**src/edd_pkg.sv**
```systemverilog
`timescale 1ns / 1ps
// ----------------------------------------------------------------------------
// edd_pkg
// Shared sizes, register indexes and types of the error diffusion dither.
// ----------------------------------------------------------------------------
package edd_pkg;

    // Image and pixel sizes.
    localparam int MAX_WIDTH = 1024;
    localparam int COL_W     = $clog2(MAX_WIDTH);
    localparam int PIX_W     = 8;
    localparam int LW_W      = 11;

    // Error values: the raw error lies in -255..254 and every stored entry
    // stays well inside that span.
    localparam int ERR_W = PIX_W + 1;

    // Configuration port.
    localparam int CFG_IDX_W  = 1;
    localparam int CFG_DATA_W = LW_W;

    localparam logic [CFG_IDX_W-1:0] CFG_LINE_WIDTH = 1'd0;
    localparam logic [CFG_IDX_W-1:0] CFG_THRESHOLD  = 1'd1;

    localparam logic [LW_W-1:0]  LW_RESET  = 11'd640;
    localparam logic [PIX_W-1:0] THR_RESET = 8'd128;

    typedef logic [COL_W-1:0]        t_col;
    typedef logic signed [ERR_W-1:0] t_err;

    // Position of one pixel, fixed when the pixel is taken in.
    typedef struct packed {
        t_col col;
        logic first_row;
        logic last;
        logic frame_start;
    } t_pos;

    // Write port of the line store.
    typedef struct packed {
        logic we;
        t_col addr;
        t_err data;
    } t_wr;

endpackage

```
**src/edd_col.sv**
```systemverilog
`timescale 1ns / 1ps
// ----------------------------------------------------------------------------
// edd_col
// Column and row tracking at pixel intake: column count, first-row flag and
// end-of-row detection against the programmed line width.
// ----------------------------------------------------------------------------
module edd_col (
    input  logic                     i_clk,
    input  logic                     i_rst_n,
    input  logic                     i_accept,
    input  logic                     i_frame_start,
    input  logic [edd_pkg::LW_W-1:0] i_line_width,
    output edd_pkg::t_pos            o_pos
);
    import edd_pkg::*;

    t_col r_col;
    t_col n_col;
    logic r_first;
    logic n_first;
    t_col last_col;

    // Last column index, with a zero width taken as one and an oversize
    // width taken as the store depth.
    always_comb begin
        if (i_line_width == '0) begin
            last_col = '0;
        end else if (i_line_width > LW_W'(MAX_WIDTH)) begin
            last_col = COL_W'(MAX_WIDTH - 1);
        end else begin
            last_col = COL_W'(i_line_width - LW_W'(1));
        end
    end

    // Position of the pixel offered now.
    always_comb begin
        o_pos.frame_start = i_frame_start;
        o_pos.col         = i_frame_start ? '0 : r_col;
        o_pos.first_row   = i_frame_start | r_first;
        o_pos.last        = o_pos.col >= last_col;
        n_col             = o_pos.last ? '0 : o_pos.col + COL_W'(1);
        n_first           = o_pos.last ? 1'b0 : o_pos.first_row;
    end

    always_ff @(posedge i_clk) begin
        if (!i_rst_n) begin
            r_col   <= '0;
            r_first <= 1'b1;
        end else if (i_accept) begin
            r_col   <= n_col;
            r_first <= n_first;
        end
    end

    // A row end restarts the column count and clears the first-row flag.
    a_col_range: assert property (@(posedge i_clk) disable iff (!i_rst_n)
        (i_accept && o_pos.last) |=> (r_col == '0 && !r_first))
        else $error("row end did not restart the column count");

endmodule

```
**config.mk**
```make
export PLATFORM = sky130hd
export DESIGN_NAME = edd_col
export DESIGN_NICKNAME = d
export VERILOG_FILES = /design/src/edd_pkg.sv /design/src/edd_col.sv
export SDC_FILE = /design/constraint.sdc
export NUM_CORES = 1
export LEC_CHECK = 0
export BUFFER_PORTS_ARGS = -buffer_cell sky130_fd_sc_hd__buf_2
export CORE_MARGIN = 4
export CORE_UTILIZATION = 45
export CTS_CLUSTER_SIZE = 20
export DETAILED_ROUTE_END_ITERATION = 6
export PLACE_DENSITY = 0.78
export SLEW_MARGIN = 20
export SYNTH_ARGS = -nofsm -noshare
export SYNTH_HDL_FRONTEND = slang
export SYNTH_SLANG_ARGS = --single-unit
export TNS_END_PERCENT = 1
```
**constraint.sdc**
```tcl
create_clock -name i_clk -period 8.5 [get_ports i_clk]
set_clock_uncertainty 0.2 [all_clocks]
set_input_delay 0.425 -clock i_clk [delete_from_list [all_inputs] [get_ports i_clk]]
set_output_delay 0.425 -clock i_clk [all_outputs]
set_load 0.05 [all_outputs]
```
==> results.json, run 1 <==
{
  "ir_drop_mv": 0.110,
  "critPathCaptureType": "output pin",
  "worst_r2r_endpoint": "r_col[9]$_SDFFE_PN0P_",
  "status": "complete, no violations",
  "pin_count": 28,
  "port_buffers": 27,
  "cp_max_fo": 6,
  "antenna_found_initial": 0,
  "synth_edf_count": 0,
  "async_flop_share_pct": 0,
  "synth.ff_latch_count": 11,
  "critPathCapture": "o_pos[1]",
  "rows": 17,
  "syn_area_um2": 1130,
  "reg2reg_from": "r_col[4]$_SDFFE_PN0P_",
  "via_count": 1168,
  "area_delta_synth_final_pct": 15.1,
  "wirelength_mm": 2.68,
  "hp-class": "input pin to flop",
  "avgSynthCellArea_um2": 7.70,
  "wl_per_cell_um": 13.4,
  "synthCells": 147,
  "r2r.worst_path.cells": 6,
  "finalSetupTns_ns": 0,
  "initial_utilization_pct": 49.3,
  "diodes": 0,
  "final_common_cell": "buf_2",
  "drv_slew": 0,
  "hpwlAfterDp_mm": 2.19,
  "cap_violations": 0,
  "drcViolationCount": 0,
  "die_area_um2": 3380,
  "post_cts_buffers": 0,
  "fin_crit_ns": 4.00,
  "pwr_density_cell_nw_per_um2": 87.0,
  "grt_pass1_vias": 1080,
  "fin_crit_sh_pct": 47.0,
  "cts.hold.buffers_added": 0,
  "yosys_warnings": 0,
  "grt_pass1_wl_mm": 4.40,
  "die_h_um": 58.2,
  "ys_seq_area_share_pct": 19.4,
  "holdWs_ns": 0.239,
  "crit_arrival_ns": 3.37,
  "dp.cells": 196,
  "fillerInstances": 222,
  "ant_nets": 0,
  "setup_viol": 0,
  "required_ns": 7.88,
  "drt_iter0_markers": 46,
  "cts-root-buf": "clkbuf_4",
  "max_freq_mhz": 250,
  "htree_levels": 1,
  "gp_congestion": 0.836,
  "fin_nets": 200,
  "via_per_inst": 5.84,
  "grt_max_degree": 18,
  "clk_latency_ns": 0.27,
  "tightest_slew_ns": 0.577,
  "layout_common_cells": "buf_2 (27), nor2_1 (15), ha_1 (12)",
  "firstDrtPassIters": 4,
  "p_leak_nw": 0.604,
  "crit_type": "input pin to output pin",
  "crit_path_start_kind": "input pin",
  "syn-num-nets": 174,
  "rsz0062_at_grt": "no",
  "synth-main-ff-cell": "dfxtp_1",
  "layout.cells.non_filler": 200,
  "ctsResizeCount": 0,
  "r2r_slack_ns": 6.18,
  "numCtsBuffers": 3,
  "core_region_area_um2": 2300,
  "fp.dieW_um": 58.2,
  "clk_path_buf_depth": 2,
  "track_usage_pct": 16.4,
  "drive_gt1_share_pct": 20.9,
  "grt.overflow.total": 0,
  "critical_path.startpoint": "i_line_width[3]",
  "hold_viol": 0,
  "clkSinkCount": 11,
  "cts_tree": "yes",
  "relSlewSlack_pct": 61.3,
  "ys_types": 38,
  "cts.clk_slew.worst_paths_ns": 0.08
}
stage by stage:
stage          cell area (µm²)  worst slack (ns)  power [mW]  util [%]
3_3_place_gp              1280              4.60      0.0763      55.6
6_report                  1300              4.50       0.113      56.8
4_1_cts                   1300              4.49       0.115      56.8
3_5_place_dp              1280              4.49      0.0772      55.6
5_1_grt                   1300              4.28       0.121      56.8
2_1_floorplan             1130              4.77      0.0687         -
Yosys cell counts, drive strengths merged, types with 2 or more instances:
library cell	count	area share [%]
nor2	15	5.0
ha	12	13
dfxtp	11	19
inv	9	3.0
o21ai	9	4.0
xnor2	9	7.0
nor2b	8	4.4
and2	7	3.9
nand2	6	2.0
a21oi	5	2.2
clkbuf	5	1.7
xor2	5	3.9
nand3	4	1.8
a211oi	3	2.0
a32o	3	2.7
nand4	3	1.7
nor3	3	1.8
o21a	3	2.0
or2	3	1.7
or3	3	1.7
a41o	2	1.8
and3	2	1.1
nand2b	2	1.1
nor3b	2	1.3
nor4	2	1.1
o32ai	2	1.5
or4	2	2.0
cells by family after synthesis:
logic type / synth area share (%)
flip-flops: 19.4
adder cells (fa/ha/maj): 13.3
buffers and inverters: 5.30
AND/OR/NAND/NOR: 32.0
AO/OA/AOI/OAI: 19.1
XOR/XNOR: 10.8
registers in the layout, indices dropped and copies added (netlist names):
register and cells:
r_col 10, r_first 1
layout make-up:
class | count | area (µm²) | share of cell area, %
Sequential cell | 11 | 220 | 16.9
Clock inverter | 1 | 5.00 | 0.384
Tap cell | 28 | 35.0 | 2.69
Timing Repair Buffer | 27 | 135 | 10.4
Inverter | 9 | 33.8 | 2.59
Clock buffer | 3 | 22.5 | 1.73
Multi-Input combinational cell | 121 | 852 | 65.4
per-layer routing:
metal | vias up | part of all wire [%] | track usage, %
met5 | - | 0 | 0
met4 | 0 | 0.86 | 5.30
met2 | 28 | 49 | 26.1
met1 | 555 | 45 | 21.3
li1 | 581 | - | -
met3 | 4 | 4.3 | 4.23
report_power, final:
group,internal (mW),switching [mW],total [mW]
Sequential,0.0520,0.000480,0.0525
Combinational,0.00914,0.0145,0.0236
Clock,0.0174,0.0199,0.0374
Total,0.0786,0.0349,0.113
worst max-delay path, cell delays in order:
cell     delay (ns)
buf_2          0.11
or4_4          0.54
or4_4          0.45
nor3_2         0.13
xor2_1         0.16
o21ai_1        0.08
ha_1           0.32
nand4_1        0.14
nor3_1         0.52
nor2_1         0.17
inv_1          0.07
buf_2          0.25
worst min-delay path by stage:
stage,slack (ns),end,cells after the start,startpoint
floorplan,0.29,r_first$_SDFFE_PN1P_,2,r_first$_SDFFE_PN1P_
global placement,0.31,r_first$_SDFFE_PN1P_,2,r_first$_SDFFE_PN1P_
detailed placement,0.32,r_first$_SDFFE_PN1P_,2,r_first$_SDFFE_PN1P_
CTS,0.23,r_first$_SDFFE_PN1P_,2,i_rst_n
global route,0.27,r_first$_SDFFE_PN1P_,2,i_rst_n
finish,0.24,r_first$_SDFFE_PN1P_,2,i_rst_n
Power figures use the tool's default switching activity.
==> inputs of run 2 (changes only) <==
Settings changed: PLACE_DENSITY 0.78 to 0.81.
Clock period 8.5 ns to 3.5 ns, I/O delays scaled along.
==> run 2 against run 1 <==
Against the previous run: die area unchanged; final cell count is 1.0% higher; core utilization grew 0.93 points; combinational power is 150% higher; global-route usage is 0.51 points higher.
==> results.json, run 2 (synthesis gave the netlist of run 1 again) <==
{
  "rsz0062_at_grt": "no",
  "power.total_uw": 274,
  "post_cts_buffers": 0,
  "pin_count": 28,
  "grt_pass1_vias": 1084,
  "die_area_um2": 3380,
  "grt.overflow.total": 0,
  "hold_viol": 0,
  "clkSinkCount": 11,
  "antenna_found_initial": 0,
  "tightest_slew_ns": 0.389,
  "setup_viol": 0,
  "clk_latency_ns": 0.27,
  "crit_path_start_kind": "input pin",
  "largest_reg_flops": 10,
  "cts.hold.buffers_added": 0,
  "register_area_um2": 220,
  "hpwlAfterDp_mm": 2.29,
  "cpMostUsedCell": "or4_4",
  "crit_type": "input pin to output pin",
  "fin_ws_ns": 0.162,
  "relSlewSlack_pct": 74.0,
  "cts_tree": "yes",
  "fin_nets": 202,
  "area_delta_synth_final_pct": 17.0,
  "fillerInstances": 224,
  "pwr_density_cell_nw_per_um2": 207,
  "wirelength_mm": 2.82,
  "htree_levels": 1,
  "fin_crit_sh_pct": 95.4,
  "initial_utilization_pct": 49.3,
  "critPathMaxStageDelay_ns": 0.54,
  "port_buffers": 27,
  "rows": 17,
  "grt_pass1_wl_mm": 4.57,
  "fp.dieW_um": 58.2,
  "diodes": 0,
  "grt_max_degree": 18,
  "drv_slew": 0,
  "cap_violations": 0,
  "drcViolationCount": 0,
  "ant_nets": 0,
  "cts.clk_slew.worst_paths_ns": 0.06,
  "cts-root-buf": "clkbuf_4",
  "via_count": 1170,
  "required_ns": 3.12,
  "p_leak_nw": 0.612,
  "clk_path_buf_depth": 2,
  "numCtsBuffers": 3,
  "die_h_um": 58.2,
  "pre_cts_ws_ns": 0.120,
  "critPathSlowestCell": "or4_4",
  "multi_input_area_um2": 857,
  "status": "complete, no violations",
  "max_freq_mhz": 300,
  "drive_gt1_share_pct": 21.8,
  "largestRegisters": "r_col: 10 flops, r_first: 1 flops",
  "cp_cell_sequence": "buf_2, or4_4, or4_4, nor3_2, xor2_1, o21ai_1, ha_1, nand4_1, nor3_1, nor2_1, inv_1, clkbuf_4",
  "dp.cells": 198,
  "hp-class": "input pin to flop",
  "core_region_area_um2": 2300,
  "r2r_slack_ns": 1.08,
  "final_common_cell": "buf_2",
  "drt_iter0_markers": 50,
  "via_per_inst": 5.79,
  "fin_crit_ns": 3.34,
  "layout.cells.non_filler": 202,
  "finalSetupTns_ns": 0,
  "layout_common_cells": "buf_2 (26), nor2_1 (15), ha_1 (12)",
  "crit_arrival_ns": 2.96,
  "ir_drop_mv": 0.224,
  "regMostFlops": "r_col",
  "wl_per_cell_um": 14.0,
  "firstDrtPassIters": 4,
  "track_usage_pct": 16.9,
  "ctsResizeCount": 0,
  "gp_congestion": 0.820,
  "cp_max_fo": 3,
  "critPathCaptureType": "output pin"
}
-- run 2: per-stage QoR --
stage | instance area [µm²] | hold WS [ns] | util, %
finish | 1330 | 0.0346 | 57.7
global route | 1330 | 0.0340 | 57.7
CTS | 1320 | 0.0214 | 57.4
detailed placement | 1290 | 0.298 | 56.2
global placement | 1290 | 0.268 | 56.2
floorplan | 1130 | 0.137 | -
-- run 2: path summary, 6_finish.rpt --
| path | cells after the start | start | to |
|---|---|---|---|
| worst min-delay path | 2 | i_rst_n | r_first$_SDFFE_PN1P_ |
| worst max register to register | 8 | r_col[4]$_SDFFE_PN0P_ | r_col[7]$_SDFFE_PN0P_ |
| worst max-delay path | 12 | i_line_width[3] | o_pos[1] |
| worst min register to register | 2 | r_first$_SDFFE_PN1P_ | r_first$_SDFFE_PN1P_ |
-- run 2: worst max-delay path: cells and delay by family --
kind	cells	cell delay [ns]
compound gates	1	0.08
xor+xnor	1	0.17
fa+ha+maj	1	0.32
buf+inv	3	0.40
simple gates	6	1.82
-- run 2: metal layers --
| layer | GRT usage [%] | wire length [µm] | vias to the layer above |
|---|---|---|---|
| li1 | - | - | 584 |
| met1 | 21.6 | 1230 | 536 |
| met2 | 28.2 | 1380 | 46 |
| met3 | 4.01 | 194 | 4 |
| met4 | 4.30 | 28 | 0 |
| met5 | 0 | 0 | - |
-- run 2: area by class of cell --
cell class                      count  share of cell area (%)
Multi-Input combinational cell    121                    64.7
Sequential cell                    11                    16.6
Timing Repair Buffer               29                    11.5
Tap cell                           28                    2.64
Inverter                            9                    2.55
Clock buffer                        4                    1.98
-- run 2: where the power goes --
part | leakage (nW) | total [mW] | switching (mW) | internal [mW]
combinational | 0.508 | 0.0585 | 0.0362 | 0.0223
clock | 0.0150 | 0.0875 | 0.0434 | 0.0441
sequential | 0.0889 | 0.128 | 0.00140 | 0.126
==> inputs of run 3 (changes only) <==
Settings changed: PLACE_DENSITY 0.81 to 0.69.
==> run 3 against run 2 <==
Against the previous run: global-route usage increased by 0.44 points; core utilization rose by 0.54 points; count of clock-buffer cells in the layout unchanged; non-clock buffer count up 1; clock power increased by 6.4%; routed wire length fell by 0.60%; critical path depth up 1; sequential power is essentially flat; sequential share of layout area shrank 0.16 points; combinational power rose by 0.7%; largest cell class unchanged.
==> results.json, run 3 (synthesis gave the netlist of run 1 again) <==
{
  "status": "complete, no violations",
  "ir_drop_mv": 0.139,
  "cts-root-buf": "clkbuf_4",
  "fp.dieW_um": 58.2,
  "hold_viol": 0,
  "cp_cell_sequence": "buf_2, or4_4, or4_4, nor3_2, xor2_1, o21ai_1, ha_1, nand4_1, a211oi_2, or2_0, nor2_2, inv_1, clkbuf_4",
  "gp_congestion": 0.867,
  "fin_crit_ns": 3.32,
  "final_common_cell": "buf_2",
  "fin_nets": 203,
  "critPathSlowestCell": "or4_4",
  "layout_common_cells": "buf_2 (26), nor2_1 (14), ha_1 (12)",
  "firstDrtPassIters": 4,
  "clkSinkCount": 11,
  "post-route-cell-area_um2": 1340,
  "htree_levels": 1,
  "regMostFlops": "r_col",
  "antenna_found_initial": 0,
  "die_h_um": 58.2,
  "place_area_um2": 1290,
  "crit_type": "input pin to output pin",
  "hp-class": "input pin to flop",
  "via_per_inst": 5.65,
  "wirelength_mm": 2.81,
  "largestRegisters": "r_col: 10 flops, r_first: 1 flops",
  "initial_utilization_pct": 49.3,
  "drcViolationCount": 0,
  "dp.cells": 198,
  "largest_reg_flops": 10,
  "grt_pass1_vias": 1046,
  "wl_per_cell_um": 13.8,
  "crit_arrival_ns": 2.95,
  "port_buffers": 27,
  "critPathCaptureType": "output pin",
  "setup_viol": 0,
  "required_ns": 3.12,
  "pwr_density_cell_nw_per_um2": 209,
  "hpwlAfterDp_mm": 2.29,
  "max_freq_mhz": 301,
  "r2r_slack_ns": 1.04,
  "clk_latency_ns": 0.28,
  "crit_path_start_kind": "input pin",
  "track_usage_pct": 17.3,
  "ant_nets": 0,
  "cpMostUsedCell": "or4_4",
  "cap_violations": 0,
  "cp_max_fo": 3,
  "fin_crit_sh_pct": 94.9,
  "p_leak_nw": 0.617,
  "cts_tree": "yes",
  "relSlewSlack_pct": 75.3,
  "area_delta_synth_final_pct": 18.1,
  "rows": 17,
  "core_region_area_um2": 2300,
  "clk_path_buf_depth": 2,
  "grt.overflow.total": 0,
  "tightest_slew_ns": 0.370,
  "drv_slew": 0,
  "grt_max_degree": 18,
  "via_count": 1147,
  "post_cts_buffers": 0,
  "critPathMaxStageDelay_ns": 0.54,
  "grt_pass1_wl_mm": 4.70,
  "drive_gt1_share_pct": 22.3,
  "drt_iter0_markers": 55,
  "diodes": 0,
  "pin_count": 28,
  "cts.clk_slew.worst_paths_ns": 0.07,
  "layout.cells.non_filler": 203,
  "die_area_um2": 3380,
  "numCtsBuffers": 3
}
-- run 3: cell types whose count changed in the layout (fill, tap and decap cells not counted), sizes merged --
cell and change:
dlygate4sd3 +1
-- run 3: final timing paths --
kind                                             from               endpoint  cells after the start
worst max register to register  r_col[4]$_SDFFE_PN0P_  r_col[3]$_SDFFE_PN0P_                      8
worst max-delay path                  i_line_width[3]               o_pos[1]                     13
worst min-delay path                         i_accept  r_col[8]$_SDFFE_PN0P_                      2
worst min register to register   r_first$_SDFFE_PN1P_   r_first$_SDFFE_PN1P_                      2
-- run 3: routing by layer --
layer	track usage, %	vias up	share of wire, %
met4	1.99	0	0.43
met2	28.5	34	47
li1	-	584	-
met5	0	-	0
met1	23.3	527	45
met3	4.45	2	6.8
-- run 3: area by class of cell --
type	count	area, µm²
repair buffers	30	163
inverters	9	33.8
flip-flops and latches	11	220
multi-input cells	121	860
clock buffers	4	26.3
well taps	28	35.0
fillers	220	960
-- run 3: per-stage QoR --
| stage | hold WS (ns) | worst slack, ns | total power [mW] | utilization, % | setup TNS, ns |
|---|---|---|---|---|---|
| floorplan | 0.137 | 0.270 | 0.167 | - | 0 |
| global placement | 0.278 | 0.177 | 0.185 | 56.2 | 0 |
| detailed placement | 0.280 | 0.120 | 0.188 | 56.2 | 0 |
| CTS | 0.0698 | 0.115 | 0.283 | 57.8 | 0 |
| global route | 0.0929 | -0.00421 | 0.296 | 58.2 | -0.00421 |
| finish | 0.0748 | 0.179 | 0.280 | 58.2 | 0 |
-- run 3: power by group --
part           total [mW]  internal, mW  switching [mW]
clock network      0.0931        0.0443          0.0488
registers           0.128         0.126         0.00137
logic              0.0589        0.0230          0.0358
-- run 3: repair_timing --
item,4_1_cts,5_1_grt
hold endpoints to repair,1,0
resized for setup,0,3
hold buffers,1,0
setup endpoints to repair,0,1
-- run 3: worst max-delay path: cells and delay by family --
| kind | cells | cell delay [ns] |
|---|---|---|
| compound gates | 2 | 0.31 |
| buf+inv | 3 | 0.41 |
| fa+ha+maj | 1 | 0.32 |
| simple gates | 6 | 1.58 |
| xor+xnor | 1 | 0.17 |
