==> src/edd_pkg.sv <==
`timescale 1ns / 1ps
// ----------------------------------------------------------------------------
// edd_pkg
// Shared sizes, register indexes and types of the error diffusion dither.
// ----------------------------------------------------------------------------
package edd_pkg;

    // Image and pixel sizes.
    localparam int MAX_WIDTH = 1024;
    localparam int COL_W     = $clog2(MAX_WIDTH);
    localparam int PIX_W     = 8;
    localparam int LW_W      = 11;

    // Error values: the raw error lies in -255..254 and every stored entry
    // stays well inside that span.
    localparam int ERR_W = PIX_W + 1;

    // Configuration port.
    localparam int CFG_IDX_W  = 1;
    localparam int CFG_DATA_W = LW_W;

    localparam logic [CFG_IDX_W-1:0] CFG_LINE_WIDTH = 1'd0;
    localparam logic [CFG_IDX_W-1:0] CFG_THRESHOLD  = 1'd1;

    localparam logic [LW_W-1:0]  LW_RESET  = 11'd640;
    localparam logic [PIX_W-1:0] THR_RESET = 8'd128;

    typedef logic [COL_W-1:0]        t_col;
    typedef logic signed [ERR_W-1:0] t_err;

    // Position of one pixel, fixed when the pixel is taken in.
    typedef struct packed {
        t_col col;
        logic first_row;
        logic last;
        logic frame_start;
    } t_pos;

    // Write port of the line store.
    typedef struct packed {
        logic we;
        t_col addr;
        t_err data;
    } t_wr;

endpackage

==> src/edd_diffuse.sv <==
`timescale 1ns / 1ps
// ----------------------------------------------------------------------------
// edd_diffuse
// Quantizer and error spreader: adds the incoming errors, clamps, compares
// with the threshold and splits the error into its four shares. Holds the
// right-hand share, the pending down-right share and the partial entry of
// the previous column until the next pixel completes it.
// ----------------------------------------------------------------------------
module edd_diffuse (
    input  logic                      i_clk,
    input  logic                      i_rst_n,
    input  logic                      i_en,
    input  logic [edd_pkg::PIX_W-1:0] i_gray,
    input  edd_pkg::t_pos             i_pos,
    input  edd_pkg::t_err             i_entry,
    input  logic [edd_pkg::PIX_W-1:0] i_threshold,
    output logic                      o_white,
    output edd_pkg::t_wr              o_wr
);
    import edd_pkg::*;

    localparam int SUM_W = PIX_W + 3;
    localparam int PRD_W = ERR_W + 4;

    localparam logic [2:0] K_RIGHT      = 3'd7;
    localparam logic [2:0] K_DOWN_LEFT  = 3'd3;
    localparam logic [2:0] K_DOWN       = 3'd5;
    localparam logic [2:0] K_DOWN_RIGHT = 3'd1;

    localparam logic signed [SUM_W-1:0] PIX_MAX = SUM_W'((1 << PIX_W) - 1);

    // Share of an error in sixteenths, rounded toward minus infinity.
    function automatic t_err f_share(input t_err e, input logic [2:0] k);
        logic signed [PRD_W-1:0] p;
        p = e * $signed({1'b0, k});
        return t_err'(p >>> 4);
    endfunction

    t_err r_rc;
    t_err r_dp;
    logic r_hold_valid;
    t_col r_hold_addr;
    t_err r_hold_data;

    t_err rc_use;
    t_err dp_use;
    t_err entry;
    logic signed [SUM_W-1:0] sum;
    logic [PIX_W-1:0] val;
    t_err err;
    t_err s_right;
    t_err s_down_left;
    t_err s_down;
    t_err s_down_right;

    // Sum, clamp and threshold.
    always_comb begin
        rc_use = i_pos.frame_start ? '0 : r_rc;
        dp_use = i_pos.frame_start ? '0 : r_dp;
        if (i_pos.first_row) begin
            entry = '0;
        end else if (r_hold_valid && r_hold_addr == i_pos.col) begin
            entry = r_hold_data;
        end else begin
            entry = i_entry;
        end
        sum = $signed({3'b000, i_gray}) + SUM_W'(rc_use) + SUM_W'(entry);
        if (sum < 0) begin
            val = '0;
        end else if (sum > PIX_MAX) begin
            val = '1;
        end else begin
            val = sum[PIX_W-1:0];
        end
        o_white = val >= i_threshold;
        if (o_white) begin
            err = $signed({1'b0, val}) - $signed({1'b0, {PIX_W{1'b1}}});
        end else begin
            err = $signed({1'b0, val});
        end
        s_right      = f_share(err, K_RIGHT);
        s_down_left  = f_share(err, K_DOWN_LEFT);
        s_down       = f_share(err, K_DOWN);
        s_down_right = f_share(err, K_DOWN_RIGHT);
    end

    // The previous column's entry is finished here: it gets the down-left
    // share unless this pixel opens a row.
    always_comb begin
        o_wr.we   = i_en && r_hold_valid;
        o_wr.addr = r_hold_addr;
        if (i_pos.col == '0) begin
            o_wr.data = r_hold_data;
        end else begin
            o_wr.data = r_hold_data + s_down_left;
        end
    end

    always_ff @(posedge i_clk) begin
        if (!i_rst_n) begin
            r_rc         <= '0;
            r_dp         <= '0;
            r_hold_valid <= 1'b0;
        end else if (i_en) begin
            r_rc         <= i_pos.last ? '0 : s_right;
            r_dp         <= i_pos.last ? '0 : s_down_right;
            r_hold_valid <= 1'b1;
        end
    end

    always_ff @(posedge i_clk) begin
        if (i_en) begin
            r_hold_addr <= i_pos.col;
            r_hold_data <= dp_use + s_down;
        end
    end

    // Inside a row the held entry is always the column just to the left.
    a_hold_left: assert property (@(posedge i_clk) disable iff (!i_rst_n)
        (i_en && i_pos.col != '0) |->
            (r_hold_valid && r_hold_addr == i_pos.col - COL_W'(1)))
        else $error("held entry is not the left neighbor");

    // A frame start always falls at column zero of a first row.
    a_fs_col: assert property (@(posedge i_clk) disable iff (!i_rst_n)
        (i_en && i_pos.frame_start) |-> (i_pos.col == '0 && i_pos.first_row))
        else $error("frame start not at column zero of a first row");

endmodule

==> config.mk <==
export PLATFORM = sky130hd
export DESIGN_NAME = edd_diffuse
export DESIGN_NICKNAME = d
export VERILOG_FILES = /design/src/edd_pkg.sv /design/src/edd_diffuse.sv
export SDC_FILE = /design/constraint.sdc
export NUM_CORES = 1
export LEC_CHECK = 0
export BUFFER_PORTS_ARGS = -buffer_cell sky130_fd_sc_hd__clkbuf_2
export CAP_MARGIN = 20
export CORE_ASPECT_RATIO = 0.5
export CORE_MARGIN = 2
export CORE_UTILIZATION = 40
export CTS_CLUSTER_SIZE = 24
export DETAILED_ROUTE_END_ITERATION = 8
export GPL_TIMING_DRIVEN = 0
export PLACE_DENSITY_LB_ADDON = 0.15
export REMOVE_ABC_BUFFERS = 1
export SKIP_LAST_GASP = 1
export SLEW_MARGIN = 0
export SYNTH_ARGS = -nofsm -noshare
export SYNTH_HDL_FRONTEND = slang
export SYNTH_SLANG_ARGS = --single-unit
==> constraint.sdc <==
create_clock -name i_clk -period 8.5 [get_ports i_clk]
set_input_delay 0.425 -clock i_clk [delete_from_list [all_inputs] [get_ports i_clk]]
set_output_delay 0.425 -clock i_clk [all_outputs]
set_load 0.02 [all_outputs]
==> summary.txt, run 1 <==
commonest non-fill, non-tap cells in the layout: inv_1 (62), ha_1 (59), clkbuf_2 (54), buf_4 (54), nor2_1 (32)
CTS clock-pin slew for the worst setup and hold paths: 0.05 ns
synth-to-layout area growth: 33.6%
post-route insts no fill: 833
vias post-DR: 4,354
clk_lat worst skew: 0.28 ns
FF+latch count, synth: 34
wire per inst: 15.8 um
routability cong.: 0.814
filler cell count: 1,080
post-synth cell types: 68
Slew @ Worst Pin: 0.978 ns
Final Max Slew Viols: 0
layout cells sized above 1: 0.326
Port Buffers: 61
RR Endpoint: r_hold_data[8]
critical hold path startpoint: i_pos[3]
fin area: 0.00640 mm^2
maxcap violations: 0
number of H-tree levels: 2
run status: finished, violations left
CP required: 8.52 ns
RSZ-0062 raised after global routing: true
syn_area_per_cell: 8.72 um^2
routed vias/inst: 5.23
met3 wire length: 464 um
NumNets Final: 799
R2R Path Start: r_hold_addr[5]
max_slew headroom: 0.348
root buf cell: clkbuf_16
crit path capture type: register
Critical Path Source Type: register
CTS tree: yes
top routing layer used: met4
Mapped Area: 0.00479 mm^2
Core ar.: 0.0117 mm^2
Hold Path Class: in2reg
Initial Util: 0.409
Hold Path End: r_hold_addr[0]
Seq/Total Area, Yosys: 0.182
Max stage delay on crit path: 0.49 ns
fmax: 111 MHz
Worst Setup Path Type: reg2reg
number of global-route vias before repair: 4,163
CTS sink cnt: 34
die width: 159 um
DR DRC count: 0
Clock Skews: 0.00379 ns
met2 wire len: 6200 um
Max Buffers Root-to-Sink: 2
Period minus WS final: 9.03 ns
worst hold stages: 1
Reg2Reg Depth: 47
WL met1: 6440 um
Post-synth ARST share: 0
Syn Inst Count: 550
overall global routing resource usage: 0.204
grt total ovfl: 0
Period Utilization, post-route: 1.06
failing checks: setup timing
row cnt: 28
Final setup violation count: 8
initial antenna violation count: 0
Post-synth EDFFs: 19
placed cell count: 767
WL final: 13,200 um
cts hold-fix bufs: 0
crit path max-delay cell type: fa_1
TritonCTS Buffers: 5
ant diodes: 0
Die ar.: 0.0129 mm^2
final setup margin: -0.531 ns
crit path max fanout: 6
Detail Placement HPWL: 9550 um
IO Count: 62
floorplan die height: 81.4 um
Hold Vio Cnt, Final: 0
arrival time at the worst endpoint: 9.05 ns
antenna-violating nets left: 0
Yosys warning total: 0
Cell Area, Placed: 0.00527 mm^2
detailed router's first-iteration violation count: 245
largest net degree at the start of global routing: 40
DRT Pass-1 Iters: 5
commonest non-fill, non-tap cell in the layout: inv_1
first-pass GRT wire length: 20,900 um
slack of the worst reg-to-reg path: -0.53 ns
Primary FF master, synth: edfxtp_1
## final cells by class
type,instances,area (um^2),area share
multi-input combinational,438,4100,0.641
timing repair buffer,120,810,0.126
clock inverter,1,5.00,0.000782
clock buffer,7,143,0.0223
sequential,34,871,0.136
tap,165,206,0.0322
inverter,68,267,0.0416
## metal layers
| metal | vias to the layer above | track usage |
|---|---|---|
| met5 | - | 0 |
| met4 | 0 | 0.0339 |
| met3 | 10 | 0.0192 |
| met2 | 68 | 0.352 |
| met1 | 2094 | 0.286 |
| li1 | 2182 | - |
## worst max path at each step
stage | cells past startpoint | endpoint | from
6_report | 47 | r_hold_data[8] | r_hold_addr[5]
5_1_grt | 43 | o_wr[8] | r_hold_addr[2]
3_5_place_dp | 42 | o_wr[8] | i_pos[5]
4_1_cts | 42 | o_wr[8] | r_hold_addr[6]
3_3_place_gp | 41 | o_wr[8] | i_pos[5]
2_1_floorplan | 40 | o_wr[8] | r_hold_addr[5]
## kinds of logic after synthesis
family,count (synthesis),share of synthesized area
multiplexers,16,0.0350
XOR/XNOR,51,0.0947
flip-flops,34,0.182
buffers and inverters,78,0.0642
adder cells (fa/ha/maj),91,0.266
AND/OR/NAND/NOR,145,0.158
AO/OA/AOI/OAI,135,0.201
## critical path: cells and delay by family (launching register included)
kind                     cells  cell delay [ns]
AO/OA/AOI/OAI               17             3.30
XOR/XNOR                     5             0.74
adder cells (fa/ha/maj)      6             1.74
buffers and inverters        7             0.82
flip-flops                   1             0.40
multiplexers                 1             0.08
AND/OR/NAND/NOR             11             1.68
## cells in the mapped netlist, drive strengths merged, types with 3 or more instances
cell type	count	share of area
xnor2	38	0.071
o211ai	5	0.0078
clkbuf	8	0.0063
o22ai	9	0.012
a31o	3	0.0055
and2	10	0.013
a21o	11	0.017
mux2	3	0.0070
a31oi	3	0.0039
fa	18	0.075
nor4	3	0.0039
o21bai	6	0.0094
inv	67	0.053
nor2b	19	0.025
nand2b	9	0.012
dfxtp	15	0.063
o21ai	22	0.023
ha	73	0.19
nor3	6	0.0063
o21a	12	0.019
and3	4	0.0052
a2111o	3	0.0070
or2	3	0.0039
a211oi	4	0.0063
a21boi	6	0.0094
nor2	36	0.028
xor2	13	0.024
nand3b	3	0.0047
nand2	25	0.020
mux2i	13	0.028
edfxtp	19	0.12
a21oi	34	0.036
nand4	5	0.0065
nand3	13	0.014
## flip-flops by register name, summed over array words and instances, names as in the netlist
register	flops
r_hold_valid	1
r_hold_addr	10
r_hold_data	9
r_dp	5
r_rc	9
## metrics by stage
stage                     worst slack, ns   util  hold WS (ns)  setup TNS, ns
after floorplan                     -1.21      -         0.441          -8.30
after global placement              -2.48  0.448         0.463         -36.52
after detailed placement            -2.03  0.449         0.471         -25.29
after CTS                          -0.325  0.515         0.365         -0.994
after global routing                -1.04  0.546         0.367          -6.48
final                              -0.531  0.546         0.367          -1.92
## timing repair
item,CTS,global route
pin swaps,41,60
buffers inserted,34,25
gates resized for setup,73,43
endpoints found under the setup margin,25,17
Power of run 1 is left out: the tool's default activity adds up to more than one toggle a clock period on the data nets, which glitch-free logic cannot reach.
==> run 2: changes to the inputs <==
==> constraint.sdc (replaced) <==
create_clock -name i_clk -period 11.5 [get_ports i_clk]
set_input_delay 0.575 -clock i_clk [delete_from_list [all_inputs] [get_ports i_clk]]
set_output_delay 0.575 -clock i_clk [all_outputs]
set_load 0.02 [all_outputs]
==> summary.txt, run 2 (synthesis results as in run 1) <==
run status: finished, final reports clean
floorplan die height: 81.4 um (unchanged)
number of H-tree levels: 2 (unchanged)
Critical Path Source Type: register
Hold Vio Cnt, Final: 0 (unchanged)
layout cells sized above 1: 0.149 (-0.177)
filler cell count: 1,160 (+7.4%)
wire per inst: 15.1 um (-4.8%)
storage element area: 871 um^2 (unchanged)
Slew @ Worst Pin: 0.963 ns (-0.0144 ns)
CP required: 10.93 ns (+2.41 ns)
RR Endpoint: r_hold_data[8]
Worst Setup Path Type: reg2out
Final Max Slew Viols: 0 (unchanged)
most flop-heavy register: r_hold_addr
TritonCTS Buffers: 5 (unchanged)
WL final: 11,700 um (-11%)
Core ar.: 0.0117 mm^2 (unchanged)
Port Buffers: 61 (unchanged)
crit path max fanout: 9 (+3)
Largest regs: r_hold_addr: 10 flops, r_hold_data: 9 flops, r_rc: 9 flops
Multi-input gate area: 0.00363 mm^2 (-11%)
Period minus WS final: 10.59 ns
routability cong.: 0.814 (unchanged)
arrival time at the worst endpoint: 10.02 ns (+0.97 ns)
detailed router's first-iteration violation count: 225 (-8.2%)
R2R Path Start: r_hold_addr[5]
initial antenna violation count: 0 (unchanged)
Period Utilization, post-route: 0.921
commonest non-fill, non-tap cell in the layout: ha_1
routed vias/inst: 5.18 (-0.88%)
Die ar.: 0.0129 mm^2 (unchanged)
grt total ovfl: 0 (unchanged)
CTS tree: yes
end-of-flow core utilization: 0.463 (-0.0827)
Reg2Reg Depth: 40 (-15%)
overall global routing resource usage: 0.187 (-0.0165)
ant diodes: 0 (unchanged)
critical hold path startpoint: r_hold_valid
slack of the worst reg-to-reg path: 1.41 ns (+1.94 ns)
worst hold stages: 1 (unchanged)
NumNets Final: 741 (-7.3%)
Hold Path End: r_hold_valid
largest net degree at the start of global routing: 40 (unchanged)
CTS clock-pin slew for the worst setup and hold paths: 0.05 ns (about the same)
synth-to-layout area growth: 13.3%
Final setup violation count: 0 (-8)
DR DRC count: 0 (unchanged)
family with the most delay on the worst path: compound AO/OA/AOI/OAI gates
first-pass GRT wire length: 19,200 um (-8.2%)
crit path capture type: primary output
vias post-DR: 4,015 (-7.8%)
CP most frequent cell: ha_1
commonest non-fill, non-tap cells in the layout: ha_1 (73), inv_1 (66), clkbuf_2 (61)
CTS sink cnt: 34 (unchanged)
number of global-route vias before repair: 3,829 (-8.0%)
die width: 159 um (unchanged)
max_slew headroom: 0.353 (+0.00502)
Initial Util: 0.409 (unchanged)
Fin Setup TNS: 0 ns (+1.92 ns)
cts hold-fix bufs: 0 (unchanged)
RSZ-0062 raised after global routing: false
maxcap violations: 0 (unchanged)
root buf cell: clkbuf_16
max FFs per register: 10 (unchanged)
Detail Placement HPWL: 9550 um (unchanged)
antenna-violating nets left: 0 (unchanged)
Clock Skews: 0.00374 ns (-0.0000545 ns)
row cnt: 28 (unchanged)
crit path max-delay cell type: fa_1
Max stage delay on crit path: 0.48 ns (about the same)
IO Count: 62 (unchanged)
fmax: 94.4 MHz
clk_lat worst skew: 0.28 ns (about the same)
CP bufs+invs: 5 (-2)
CP startpoint: r_hold_addr[5]
DRT Pass-1 Iters: 5 (unchanged)
Hold Path Class: reg2reg
Max Buffers Root-to-Sink: 2 (unchanged)
[run 2: worst max path at each step]
stage	cells past startpoint	end	slack (ns)
finish	42	o_wr[8]	0.91
global route	42	o_wr[8]	0.09
CTS	41	o_wr[8]	0.59
detailed placement	42	o_wr[8]	0.67
global placement	41	o_wr[8]	0.22
floorplan	40	o_wr[8]	1.62
[run 2: metrics by stage]
step,instance area (um^2),setup slack (ns),hold WS (ns),cells
after floorplan,4750,1.62,0.441,540
after global placement,5260,0.223,0.463,766
final,5430,0.909,0.480,775
after CTS,5410,0.590,0.480,775
after detailed placement,5270,0.673,0.471,767
after global routing,5430,0.0867,0.496,775
[run 2: cell type report]
cell class | instances | share of cell area
Clock inverter | 1 | 0.000921
Sequential cell | 34 | 0.160
Timing Repair Buffer | 62 | 0.0571
Inverter | 68 | 0.0484
Tap cell | 165 | 0.0380
Multi-Input combinational cell | 438 | 0.669
Clock buffer | 7 | 0.0263
[run 2: per-layer routing]
metal	vias up	wire length, um	GRT usage
met5	-	0	0
met4	0	85	0.0321
met3	10	465	0.0197
met2	58	5020	0.307
met1	1876	6110	0.272
li1	2071	-	-
[run 2: timing repair]
| action | 4_1_cts | 5_1_grt |
|---|---|---|
| resized for setup | 0 | 4 |
| buffers inserted | 0 | 0 |
| endpoints found under the setup margin | 0 | 1 |
Power of run 2 is left out for the same reason.
==> run 3: changes to the inputs <==
==> constraint.sdc (replaced) <==
create_clock -name i_clk -period 12.6 [get_ports i_clk]
set_input_delay 0.63 -clock i_clk [delete_from_list [all_inputs] [get_ports i_clk]]
set_output_delay 0.63 -clock i_clk [all_outputs]
set_load 0.02 [all_outputs]
==> summary.txt, run 3 (synthesis results as in run 1) <==
antenna-violating nets left: 0 (unchanged)
crit path capture type: primary output
CP most frequent cell: ha_1
maxcap violations: 0 (unchanged)
layout cells sized above 1: 0.146 (-0.00328)
Port Buffers: 61 (unchanged)
CTS tree: yes
DRT Pass-1 Iters: 4 (-1)
Clock Skews: 0.00401 ns (+0.000277 ns)
row cnt: 28 (unchanged)
filler cell count: 1,164 (+0.34%)
overall global routing resource usage: 0.187 (unchanged)
Period Utilization, post-route: 0.876
WL final: 11,700 um (about the same)
clk_lat worst skew: 0.28 ns (about the same)
NumNets Final: 741 (unchanged)
arrival time at the worst endpoint: 10.41 ns (+0.39 ns)
CP required: 11.97 ns (+1.04 ns)
Fin Setup TNS: 0 ns (unchanged)
cts hold-fix bufs: 0 (unchanged)
Critical Path Source Type: input pin
Hold Vio Cnt, Final: 0 (unchanged)
Post-CTS Setup Bufs: 0 (unchanged)
met3 wire length: 402 um (-14%)
fmax: 90.6 MHz
die width: 159 um (unchanged)
commonest non-fill, non-tap cells in the layout: ha_1 (73), inv_1 (66), clkbuf_2 (61)
Die ar.: 0.0129 mm^2 (unchanged)
IO Count: 62 (unchanged)
met2 wire len: 5050 um (+0.66%)
RSZ-0062 raised after global routing: false
Max Buffers Root-to-Sink: 2 (unchanged)
grt total ovfl: 0 (unchanged)
max FFs per register: 10 (unchanged)
largest net degree at the start of global routing: 40 (unchanged)
DR DRC count: 0 (unchanged)
root buf cell: clkbuf_16
CTS clock-pin slew for the worst setup and hold paths: 0.05 ns (about the same)
WL met1: 6140 um (+0.51%)
CTS resizes: 0 (unchanged)
routed vias/inst: 5.19 (+0.27%)
Hold Path Class: reg2reg
crit path max-delay cell type: xor2_1
number of H-tree levels: 2 (unchanged)
commonest non-fill, non-tap cell in the layout: ha_1
crit path max fanout: 9 (unchanged)
first-pass GRT wire length: 19,200 um (unchanged)
number of global-route vias before repair: 3,829 (unchanged)
Max stage delay on crit path: 0.61 ns (+0.13 ns)
wire per inst: 15.1 um (about the same)
Final setup violation count: 0 (unchanged)
vias post-DR: 4,026 (+0.27%)
run status: finished, final reports clean
detailed router's first-iteration violation count: 261 (+16%)
Core ar.: 0.0117 mm^2 (unchanged)
most flop-heavy register: r_hold_addr
Slew @ Worst Pin: 0.962 ns (-0.00171 ns)
Largest regs: r_hold_addr: 10 flops, r_hold_data: 9 flops, r_rc: 9 flops
Detail Placement HPWL: 9550 um (unchanged)
Initial Util: 0.409 (unchanged)
Period minus WS final: 11.04 ns
max_slew headroom: 0.354 (+0.00115)
top routing layer used: met4
synth-to-layout area growth: 12.9%
CTS sink cnt: 34 (unchanged)
routability cong.: 0.814 (unchanged)
Final Max Slew Viols: 0 (unchanged)
ant diodes: 0 (unchanged)
TritonCTS Buffers: 5 (unchanged)
initial antenna violation count: 0 (unchanged)
floorplan die height: 81.4 um (unchanged)
Worst Setup Path Type: in2out
## run 3: per-stage QoR
step | area [um^2] | util | instances | hold WS (ns) | setup WS, ns
floorplan | 4750 | - | 540 | 0.441 | 2.61
global placement | 5260 | 0.448 | 766 | 0.463 | 1.21
detailed placement | 5270 | 0.449 | 767 | 0.471 | 1.66
CTS | 5410 | 0.461 | 775 | 0.480 | 1.60
global route | 5410 | 0.461 | 775 | 0.496 | 0.784
finish | 5410 | 0.461 | 775 | 0.479 | 1.56
## run 3: area by class of cell
class | instances | area (um^2) | area share
clock buffer | 7 | 143 | 0.0263
timing repair buffer | 62 | 310 | 0.0573
multi-input combinational | 438 | 3620 | 0.668
inverter | 68 | 263 | 0.0485
sequential | 34 | 871 | 0.161
tap | 165 | 206 | 0.0381
clock inverter | 1 | 5.00 | 0.000924
## run 3: path summary, 6_finish.rpt
kind	startpoint	end	slack (ns)	cells past startpoint
min	r_hold_valid	r_hold_valid	0.48	1
min reg2reg	r_hold_valid	r_hold_valid	0.48	1
max reg2reg	r_hold_addr[5]	r_hold_data[8]	2.26	41
max	i_pos[5]	o_wr[8]	1.56	42
## run 3: per-layer routing
metal  global-route usage  vias up
met5                    0        -
met4               0.0321        0
met3               0.0197        8
met2                0.307       62
met1                0.272     1887
li1                     -     2069
## run 3: critical path, delay by kind of cell
family	cells	cell delay (ns)
compound gates	17	3.79
simple gates	7	1.63
fa+ha+maj	6	2.06
buf+inv	6	0.96
xor+xnor	4	1.01
mux	2	0.31
Power of run 3 is left out for the same reason.
